<file path="config.mk">
export PLATFORM = sky130hd
export DESIGN_NAME = grdfs_ctrl
export DESIGN_NICKNAME = d
export VERILOG_FILES = /design/src/rtl/grdfs_pkg.sv /design/src/rtl/grdfs_ctrl.sv
export SDC_FILE = /design/constraint.sdc
export NUM_CORES = 1
export LEC_CHECK = 0
export BUFFER_PORTS_ARGS = -buffer_cell sky130_fd_sc_hd__buf_2
export CAP_MARGIN = 20
export CORE_AREA = 2 2 39 41
export CTS_CLUSTER_DIAMETER = 100
export DETAILED_ROUTE_END_ITERATION = 10
export DIE_AREA = 0 0 41 43
export GPL_ROUTABILITY_DRIVEN = 0
export SETUP_SLACK_MARGIN = 0.5
export SYNTH_ARGS = -nofsm -noshare
export SYNTH_HDL_FRONTEND = slang
export SYNTH_SLANG_ARGS = --single-unit
</file>
<file path="constraint.sdc">
create_clock -name clk -period 1.15 [get_ports clk]
set_input_delay 0.23 -clock clk [delete_from_list [all_inputs] [get_ports clk]]
set_output_delay 0.23 -clock clk [all_outputs]
set_load 0.01 [all_outputs]
</file>
<file path="src/rtl/grdfs_pkg.sv">
// ----------------------------------------------------------------------------
// grdfs_pkg: shared definitions for the graph reachability search block
// Field widths, item mode codes, register indexes and the command and status
// groups between controller and datapath.
// ----------------------------------------------------------------------------
package grdfs_pkg;

	localparam int MAX_VERTICES_DEF = 64;

	localparam int MODE_W     = 2;
	localparam int VTX_W      = 6;
	localparam int CNT_W      = 7;
	localparam int MASK_W     = 64;
	localparam int CFG_IDX_W  = 1;
	localparam int CFG_DATA_W = 7;

	localparam logic [MODE_W-1:0] MODE_ADD   = 2'd0;
	localparam logic [MODE_W-1:0] MODE_RUN   = 2'd1;
	localparam logic [MODE_W-1:0] MODE_CLEAR = 2'd2;

	localparam logic [CFG_IDX_W-1:0] CFG_VERTEX_COUNT  = 1'b0;
	localparam logic [CFG_IDX_W-1:0] CFG_SOURCE_VERTEX = 1'b1;

	localparam logic [CNT_W-1:0] VERTEX_COUNT_RST  = 7'd64;
	localparam logic [VTX_W-1:0] SOURCE_VERTEX_RST = 6'd0;

	typedef struct packed {
		logic start_add;
		logic start_clear;
		logic start_run;
		logic add_write;
		logic adj_load;
		logic push;
		logic pop;
		logic stk_read;
		logic load_out;
	} grdfs_cmd_t;

	typedef struct packed {
		logic add_drop;
		logic src_bad;
		logic fresh_zero;
		logic depth_zero;
		logic out_free;
	} grdfs_status_t;

endpackage

</file>
<file path="src/rtl/grdfs_ctrl.sv">
// ----------------------------------------------------------------------------
// grdfs_ctrl: sequencing controller
// Takes items, steps adjacency loads and the stack walk of a search, and
// hands the result to the output register.
// ----------------------------------------------------------------------------
module grdfs_ctrl (
	input  logic                          clk,
	input  logic                          arst_n,
	input  logic                          item_valid,
	input  logic [grdfs_pkg::MODE_W-1:0]  mode,
	output logic                          item_stall,
	input  grdfs_pkg::grdfs_status_t      status,
	output grdfs_pkg::grdfs_cmd_t         cmd
);

	localparam logic [2:0] ST_IDLE   = 3'd0;
	localparam logic [2:0] ST_ADD_WR = 3'd1;
	localparam logic [2:0] ST_ADJ    = 3'd2;
	localparam logic [2:0] ST_PUSH   = 3'd3;
	localparam logic [2:0] ST_POP    = 3'd4;
	localparam logic [2:0] ST_STK    = 3'd5;
	localparam logic [2:0] ST_FINISH = 3'd6;

	logic [2:0] state_q;
	logic [2:0] state_d;

	assign item_stall = (state_q != ST_IDLE);

	always_comb begin
		cmd     = '0;
		state_d = state_q;
		unique case (state_q)
			ST_IDLE: begin
				if (item_valid) begin
					unique case (mode)
						grdfs_pkg::MODE_ADD: begin
							cmd.start_add = 1'b1;
							if (!status.add_drop) begin
								state_d = ST_ADD_WR;
							end
						end
						grdfs_pkg::MODE_RUN: begin
							cmd.start_run = 1'b1;
							state_d = status.src_bad ? ST_FINISH : ST_ADJ;
						end
						grdfs_pkg::MODE_CLEAR: begin
							cmd.start_clear = 1'b1;
						end
						default: begin
						end
					endcase
				end
			end
			ST_ADD_WR: begin
				cmd.add_write = 1'b1;
				state_d = ST_IDLE;
			end
			ST_ADJ: begin
				cmd.adj_load = 1'b1;
				state_d = ST_PUSH;
			end
			ST_PUSH: begin
				priority if (!status.fresh_zero) begin
					cmd.push = 1'b1;
				end else if (status.depth_zero) begin
					state_d = ST_FINISH;
				end else begin
					state_d = ST_POP;
				end
			end
			ST_POP: begin
				cmd.pop = 1'b1;
				state_d = ST_STK;
			end
			ST_STK: begin
				cmd.stk_read = 1'b1;
				state_d = ST_ADJ;
			end
			ST_FINISH: begin
				if (status.out_free) begin
					cmd.load_out = 1'b1;
					state_d = ST_IDLE;
				end
			end
			default: begin
				state_d = ST_IDLE;
			end
		endcase
	end

	always_ff @(posedge clk or negedge arst_n) begin
		if (!arst_n) begin
			state_q <= ST_IDLE;
		end else begin
			state_q <= state_d;
		end
	end

endmodule

</file>
## After elaboration in Yosys (flattened, before gate mapping)

Cells that the tools add are included.

- Input bits: 10
- Register bits: 3
- Output and inout bits: 10

- Equality and inequality tests: 13
- Muxes and demuxes: 21
- Reductions and logical operators: 4

Operators with widths:

| kind | number |
|---|---|
| $mux W3 | 7 |
| $pmux W3 S6 | 1 |
| $mux W1 | 11 |
| $eq A3 B3 Y1 const B | 3 |
| $eq A3 B2 Y1 const B | 2 |
| $ne A2 B2 Y1 const B | 3 |
| $pmux W3 S2 | 1 |
| $reduce_and A5 Y1 | 1 |
| $eq A3 B1 Y1 const B | 1 |
| $logic_not A3 Y1 | 1 |
| $ne A3 B1 Y1 const B | 1 |
| $ne A3 B3 Y1 const B | 1 |
| $reduce_bool A3 Y1 | 1 |
| $eq A2 B1 Y1 const B | 1 |
| $eq A2 B2 Y1 const B | 1 |
| $logic_not A2 Y1 | 1 |
| $mux W2 | 1 |

## Depth between registers and ports, before layout

Gate-level depths: netlist of run 1.

- Depth in word-level cells: 4
- Depth in mapped cells: 4
- Gate-level depth less buffers: 3

## Worst setup path after synthesis of run 1

Ideal clock, no wire load.

- Path kind: flip-flop to output port
- From: reg state_q[0]
- To: out cmd[7] (netlist bit)
- Path slack: -207 ps
- Cell stages (with the launch flop): 5
- Arrival: 1,127 ps
- Cell sequence: dfrtp_1 > buf_6 > nor2_1 > nand3b_1 > nor3b_1

RTL lines:

| what | RTL line | text |
|---|---|---|
| start: declaration | grdfs_ctrl.sv:24 | `logic [2:0] state_q;` |
| start signal: assignment | grdfs_ctrl.sv:95 | `state_q <= state_d;` |
| end: declaration | grdfs_ctrl.sv:13 | `output grdfs_pkg::grdfs_cmd_t cmd` |

## Worst setup path after layout of run 1

- From: reg state_q[1]
- To: out item_stall

- Cells in the longest elaborated chain, start to end: 1

Ends and longest elaborated chain:

| what | RTL line | text |
|---|---|---|
| $reduce_bool A3 Y1 | grdfs_ctrl.sv:27 | `assign item_stall = (state_q != ST_IDLE);` |
| end: declaration | grdfs_ctrl.sv:11 | `output logic item_stall,` |

No other way between the ends.

==> results of run 1 <==
==> layout by cell type (no fill, tap or decap), types with 2 or more instances in the layout <==
cell / instances
sky130_fd_sc_hd__clkbuf_4: 3
sky130_fd_sc_hd__nor2_2: 4
sky130_fd_sc_hd__buf_4: 9
sky130_fd_sc_hd__buf_2: 18
sky130_fd_sc_hd__dfrtp_2: 3
sky130_fd_sc_hd__nand2b_4: 2
sky130_fd_sc_hd__nor3b_2: 2
sky130_fd_sc_hd__buf_6: 13
sky130_fd_sc_hd__a221oi_2: 3
sky130_fd_sc_hd__nor2_4: 2
==> logic make-up (layout without fill, tap and decap cells) <==
group	count (synthesis)	in the layout	share of synthesized area (%)
simple gates	24	24	46.83
buf+inv	3	45	6.746
compound gates	7	7	19.05
mux	1	1	3.571
flops	3	3	23.81
==> per-layer routing <==
metal / global-route usage (%) / share of wire [%]
met1: 14.19 / 35
met2: 30.00 / 58
met3: 3.665 / 4.7
met4: 10.00 / 2.7
met5: 0 / 0
==> final cells by class <==
cell class | instances | area share, %
timing repair buffer | 41 | 41.69
tap | 16 | 2.658
sequential | 3 | 10.47
multi-input combinational | 32 | 41.69
clock buffer | 4 | 3.488
==> power by group through the flow <==
stage	Clock (mW)	Combinational (mW)	Sequential (mW)
after global routing	0.204	1.57	0.244
final	0.194	1.46	0.235
after global placement	0	0.841	0.231
after CTS	0.192	1.28	0.231
after detailed placement	0	0.841	0.229
after floorplan	0	0.583	0.205
==> timing repair <==
action | 4_1_cts | 5_1_grt
hold buffers | 1 | 0
hold endpoints to repair | 3 | 0
setup endpoints to repair | 13 | 13
resized for setup | 20 | 6
setup buffers | 9 | 3
pin swaps | 5 | 8
==> final timing paths <==
| path | from | to | slack [ps] |
|---|---|---|---|
| min in group asynchronous | arst_n | state_q[1] | 310 |
| max in group asynchronous | arst_n | state_q[2] | 720 |
| max | state_q[1] | item_stall | -410 |
| max reg2reg | state_q[2] | state_q[1] | -270 |
| min | status[3] | state_q[2] | 230 |
| min reg2reg | state_q[2] | state_q[1] | 630 |
==> cells in the mapped netlist (all sizes together) <==
| cell type | n | area (um2) |
|---|---|---|
| nand3b | 1 | 7.510 |
| nor3 | 2 | 10.01 |
| nand2b | 3 | 18.77 |
| dfrtp | 3 | 75.07 |
| nand3 | 1 | 5.000 |
| mux2 | 1 | 11.26 |
| buf | 3 | 21.27 |
| a21oi | 1 | 5.000 |
| o21ai | 1 | 5.000 |
| nor2 | 7 | 26.28 |
| a2bb2oi | 1 | 8.760 |
| a221oi | 3 | 32.53 |
| nand2 | 3 | 11.26 |
| nor4b | 2 | 32.53 |
| or3 | 1 | 6.260 |
| a22o | 1 | 8.760 |
| and2b | 1 | 7.510 |
| or2b | 1 | 7.510 |
| nor3b | 2 | 15.01 |
==> through the flow <==
| step | power [mW] | utilization (%) | cells | setup TNS [ps] |
|---|---|---|---|---|
| after floorplan | 0.7878 | - | 38 | -227.0 |
| after global placement | 1.072 | 37.16 | 79 | -585.1 |
| after detailed placement | 1.070 | 37.16 | 79 | -621.9 |
| after CTS | 1.701 | 50.99 | 93 | -3154 |
| after global routing | 2.013 | 54.43 | 96 | -4019 |
| final | 1.889 | 54.43 | 96 | -3344 |
==> critical path: stages, from the launching register on <==
cell                      delay (ps)
sky130_fd_sc_hd__dfrtp_2         430
sky130_fd_sc_hd__buf_6           140
sky130_fd_sc_hd__or3_1           370
sky130_fd_sc_hd__buf_2           150
==> flow_summary.rst, run 1 <==
.. list-table::
   :header-rows: 1

   * - Metric
     - Value
   * - Clock-pin slew reported for the worst setup and hold paths after clock tree synthesis
     - 40 ps
   * - Cell area power density
     - 2508 nW/um2
   * - Final worst slack
     - -408.0 ps
   * - DRC Markers
     - 0
   * - Min Tclk post-route
     - 1558 ps
   * - Count of nets left with antenna violations after detail routing
     - 0
   * - Register with the highest flop count
     - state_q
   * - Net switching component of the power
     - 749.2 uW
   * - Net Count, Synth
     - 48
   * - Number of max-slew violations in the final report
     - 0
   * - Post-synthesis sequential area ratio
     - a little under a quarter
   * - Switching Fraction
     - 39.66%
   * - Post-synthesis instance area
     - 315.3 um2
   * - Global Route Usage Sum
     - 16.28%
   * - Clock tree from TritonCTS
     - done
   * - Clock tree root buffer cell
     - sky130_fd_sc_hd__clkbuf_4
   * - Share of power burned in combinational logic
     - a little under 80%
   * - Final global-route overflow total
     - 0
   * - Largest net degree at the start of global routing
     - 8
   * - R2r worst-path depth
     - 6
   * - Period utilisation layout
     - 135.5%
   * - Final cell area excluding filler cells
     - 753.2 um2
   * - Post-Syn Instances
     - 38
   * - Total count of hold-check failures in the final report
     - 0
   * - Synth Register Bits
     - 3
   * - Seq. cell area
     - roughly 79 um2
   * - Number of cells on the worst hold path
     - 3
   * - First-pass GRT wire length
     - 1.849 mm
   * - Flop pwr share
     - about an eighth
   * - Total of warnings raised by yosys
     - 0
   * - Die Outline Area
     - about 1800 um2
   * - Total Wirelength
     - 1.278 mm
   * - Routed length per instance
     - 13.31 um
   * - Height of the die
     - 43 um
   * - CP Launch Type
     - flop
   * - Max-cap violations
     - 0
   * - Area after detailed placement
     - just over 500 um2
   * - Worst setup skew after layout
     - ~1.0 ps
   * - Category of the critical setup timing path
     - reg2out
   * - Core Rows
     - 14
   * - Routed vias
     - 470
   * - Area growth from synthesis to layout
     - 138.9%
   * - Int Power
     - 1.140 mW
   * - Peak clock frequency supported by timing
     - 0.6419 GHz
   * - Clock net sink count
     - 3
   * - Area of the core region
     - 1384 um2
   * - Num CTS Buffers
     - 3
   * - Detail-routed via count per cell
     - between 4 and 5
   * - Result of the run
     - finished, violations left
   * - Setup WS pre-CTS
     - -129.8 ps
   * - Detailed Routing Iterations Pass 1
     - 4
   * - Clk_lat worst skew
     - 240 ps
   * - Biggest regs
     - state_q: 3 flops
   * - Antenna violations before repair
     - 0
   * - Violations in the final reports
     - negative setup slack
   * - Multi-input logic area
     - 314.1 um2
   * - Signal arrival time at the worst endpoint
     - 1330 ps
   * - Number of flip-flops in the largest register
     - 3
   * - FILL cells
     - 119
   * - Diode count
     - 0
   * - Final setup violation count
     - 13
   * - Via count of the first global-routing pass
     - 445
   * - Class of the most critical hold timing path
     - in2reg
   * - Number of nets in the final layout
     - 91
   * - Die Wd
     - 41 um
   * - Actual slew at the worst max-slew pin
     - 544.6 ps
   * - Total leakage power
     - 0.3688 nW
   * - Number of top-level design ports
     - 20
   * - Share of power burned in the clock network
     - between 10% and 20%
   * - Endpoint required time on the critical path
     - 920 ps
   * - Relative max-transition margin
     - 63.18%
   * - Layout cells sized above 1
     - 82.50%
   * - HPWL after DPL
     - 686.8 um
   * - Yosys cell types
     - 22
   * - RSZ-0062 raised after global routing
     - true
   * - Number of levels in the clock H-tree
     - 1
   * - Effective utilization at floorplan
     - 22.78%
   * - Starting DRC count in detailed routing
     - 5
   * - Mapped Avg Cell Area
     - ~8.3 um2
   * - Port Buffer Count
     - 19
   * - Hold Slack
     - ~230 ps
   * - Critical path fanouts, max
     - 4
   * - Worst voltage drop across the vdd grid
     - 0.9009 mV
   * - Max clock buf depth
     - 2
   * - Critical path capture point type
     - output pin
No activity file was read; power rests on OpenSTA's default activity.
==> run 2: changes to the inputs <==
==> constraint.sdc (replaced) <==
create_clock -name clk -period 2 [get_ports clk]
set_input_delay 0.3 -clock clk [delete_from_list [all_inputs] [get_ports clk]]
set_output_delay 0.3 -clock clk [all_outputs]
set_load 0.01 [all_outputs]
==> flow_summary.rst, run 2 (synthesized netlist as in run 1, its figures left out) <==
.. list-table::
   :header-rows: 1

   * - Metric
     - Value
   * - Routed length per instance
     - 10.85 um (-18%)
   * - HPWL after DPL
     - 572.9 um (-17%)
   * - Category of the critical setup timing path
     - reg2out
   * - Clock-pin slew reported for the worst setup and hold paths after clock tree synthesis
     - 40 ps (about the same)
   * - Biggest regs
     - state_q: 3 flops
   * - Core Rows
     - 14 (unchanged)
   * - Effective utilization at floorplan
     - 22.78% (unchanged)
   * - Die Wd
     - 41 um (unchanged)
   * - Height of the die
     - 43 um (unchanged)
   * - Endpoint required time on the critical path
     - 1700 ps (+780 ps)
   * - Final setup TNS
     - 0 ps (+3344 ps)
   * - Global Route Usage Sum
     - 12.56% (-3.7 points)
   * - Total Wirelength
     - 944 um (-26%)
   * - Register with the highest flop count
     - state_q
   * - Clock tree from TritonCTS
     - done
   * - Routed vias
     - 394 (-16%)
   * - Detailed Routing Iterations Pass 1
     - 4 (unchanged)
   * - Worst voltage drop across the vdd grid
     - 0.4625 mV (-49%)
   * - Layout cells sized above 1
     - 59.15% (-23 points)
   * - Max-cap violations
     - 0 (unchanged)
   * - RSZ-0062 raised after global routing
     - true
   * - CP Launch Type
     - flop
   * - Most frequent cells in the layout
     - 19 x sky130_fd_sc_hd__buf_2, 11 x sky130_fd_sc_hd__buf_4, 6 x sky130_fd_sc_hd__nor2_1
   * - First-pass GRT wire length
     - 1.483 mm (-20%)
   * - Share of the core filled with cells in the final layout
     - 40.14% (-14 points)
   * - Total count of hold-check failures in the final report
     - 0 (unchanged)
   * - Critical path capture point type
     - output pin
   * - Final setup violation count
     - 0 (-13)
   * - Max clock buf depth
     - 2 (unchanged)
   * - Number of levels in the clock H-tree
     - 1 (unchanged)
   * - Class of the most critical hold timing path
     - in2reg
   * - Clk_lat worst skew
     - 230 ps (about the same)
   * - Starting DRC count in detailed routing
     - 16 (+11)
   * - Area growth from synthesis to layout
     - 76.19%
   * - Diode count
     - 0 (unchanged)
   * - Clock tree root buffer cell
     - sky130_fd_sc_hd__clkbuf_4
   * - Number of flip-flops in the largest register
     - 3 (unchanged)
   * - Via count of the first global-routing pass
     - 353 (-21%)
   * - Actual slew at the worst max-slew pin
     - 324.7 ps (-219.9 ps)
   * - Antenna violations before repair
     - 0 (unchanged)
   * - Port Buffer Count
     - 19 (unchanged)
   * - Leading cell type in the layout, fill and taps excluded
     - sky130_fd_sc_hd__buf_2
   * - Number of nets in the final layout
     - 82 (-9.9%)
   * - Worst setup skew after layout
     - 0.6237 ps (-0.3800 ps)
   * - Period utilisation layout
     - 77.14%
   * - Detail-routed via count per cell
     - 4.529 (-7.5%)
   * - Area of the core region
     - 1384 um2 (unchanged)
   * - Signal arrival time at the worst endpoint
     - 1240 ps (-90 ps)
   * - Total leakage power
     - 0.2809 nW (-24%)
   * - Kind of cell with the highest combined delay on the critical path
     - flip-flops
   * - Clock net sink count
     - 3 (unchanged)
   * - Peak clock frequency supported by timing
     - 0.6482 GHz
   * - Die Outline Area
     - 1763 um2 (unchanged)
   * - Final global-route overflow total
     - 0 (unchanged)
   * - Cell area power density
     - 1368 nW/um2 (-45%)
   * - Delay of the slowest cell on the worst path
     - 440 ps (about the same)
   * - Min Tclk post-route
     - 1543 ps
   * - Cells along the critical path
     - buf_6 -> or3_1 -> buf_2
   * - Cell with the biggest individual delay on the critical path
     - sky130_fd_sc_hd__dfrtp_2
   * - Count of nets left with antenna violations after detail routing
     - 0 (unchanged)
   * - Number of max-slew violations in the final report
     - 0 (unchanged)
   * - Result of the run
     - complete, no violations
   * - Largest net degree at the start of global routing
     - 7 (-1)
   * - Num CTS Buffers
     - 3 (unchanged)
   * - Critical path fanouts, max
     - 4 (unchanged)
   * - Number of top-level design ports
     - 20 (unchanged)
   * - DRC Markers
     - 0 (unchanged)
   * - Relative max-transition margin
     - 78.35% (+15 points)
   * - Number of buffer and inverter stages on the critical path
     - 2 (unchanged)
[run 2: repair_timing]
item	CTS	global route
endpoints found under the hold margin	3	0
resized for setup	6	1
setup endpoints to repair	7	7
setup buffers	10	2
hold buffers	1	0
pin swaps	4	2
[run 2: tightest hold or removal path: cells and delay by family]
family,cells,cell delay [ps]
AOI/OAI and AO/OA,1,70
buffers and inverters,1,90
and+or+nand+nor,1,50
[run 2: final cells by class]
cell class | instances | area, um2
sequential | 3 | 78.83
tap | 16 | 20.02
multi-input combinational | 32 | 231.5
timing repair buffer | 32 | 198.9
fill | 158 | 828.3
clock buffer | 4 | 26.28
[run 2: worst paths after layout]
check	startpoint	to	slack (ps)	cells past startpoint
worst max-delay path	state_q[1]	item_stall	460	3
worst min-delay path	status[3]	state_q[2]	320	3
worst max register to register	state_q[2]	state_q[1]	760	4
worst min register to register	state_q[2]	state_q[1]	650	2
max in group asynchronous	arst_n	state_q[1]	1490	2
min in group asynchronous	arst_n	state_q[0]	390	2
[run 2: power by group]
part	leakage (nW)	switching (mW)	total (mW)	internal [mW]
Clock	0.0150	0.0335	0.108	0.0749
Sequential	0.0354	0.0450	0.136	0.0914
Combinational	0.231	0.226	0.515	0.289
[run 2: per-stage QoR]
stage | worst slack, ps | total power [mW] | hold WS, ps | area (um2) | std cells
CTS | 443.6 | 0.7201 | 325.3 | 535.5 | 85
floorplan | 573.1 | 0.3848 | 4.409 | 315.3 | 38
finish | 457.3 | 0.7601 | 323.5 | 555.5 | 87
global placement | 534.1 | 0.4492 | 97.24 | 409.1 | 70
global route | 396.4 | 0.8178 | 354.5 | 555.5 | 87
detailed placement | 515.2 | 0.4513 | 100.1 | 409.1 | 70
[run 2: layer usage]
metal / routed length, um / GRT usage, % / vias up
met2: 417 / 16.56 / 20
met4: 13 / 10.00 / 0
met5: 0 / 0 / -
li1: - / - / 204
met3: 70 / 1.571 / 2
met1: 442 / 17.42 / 168
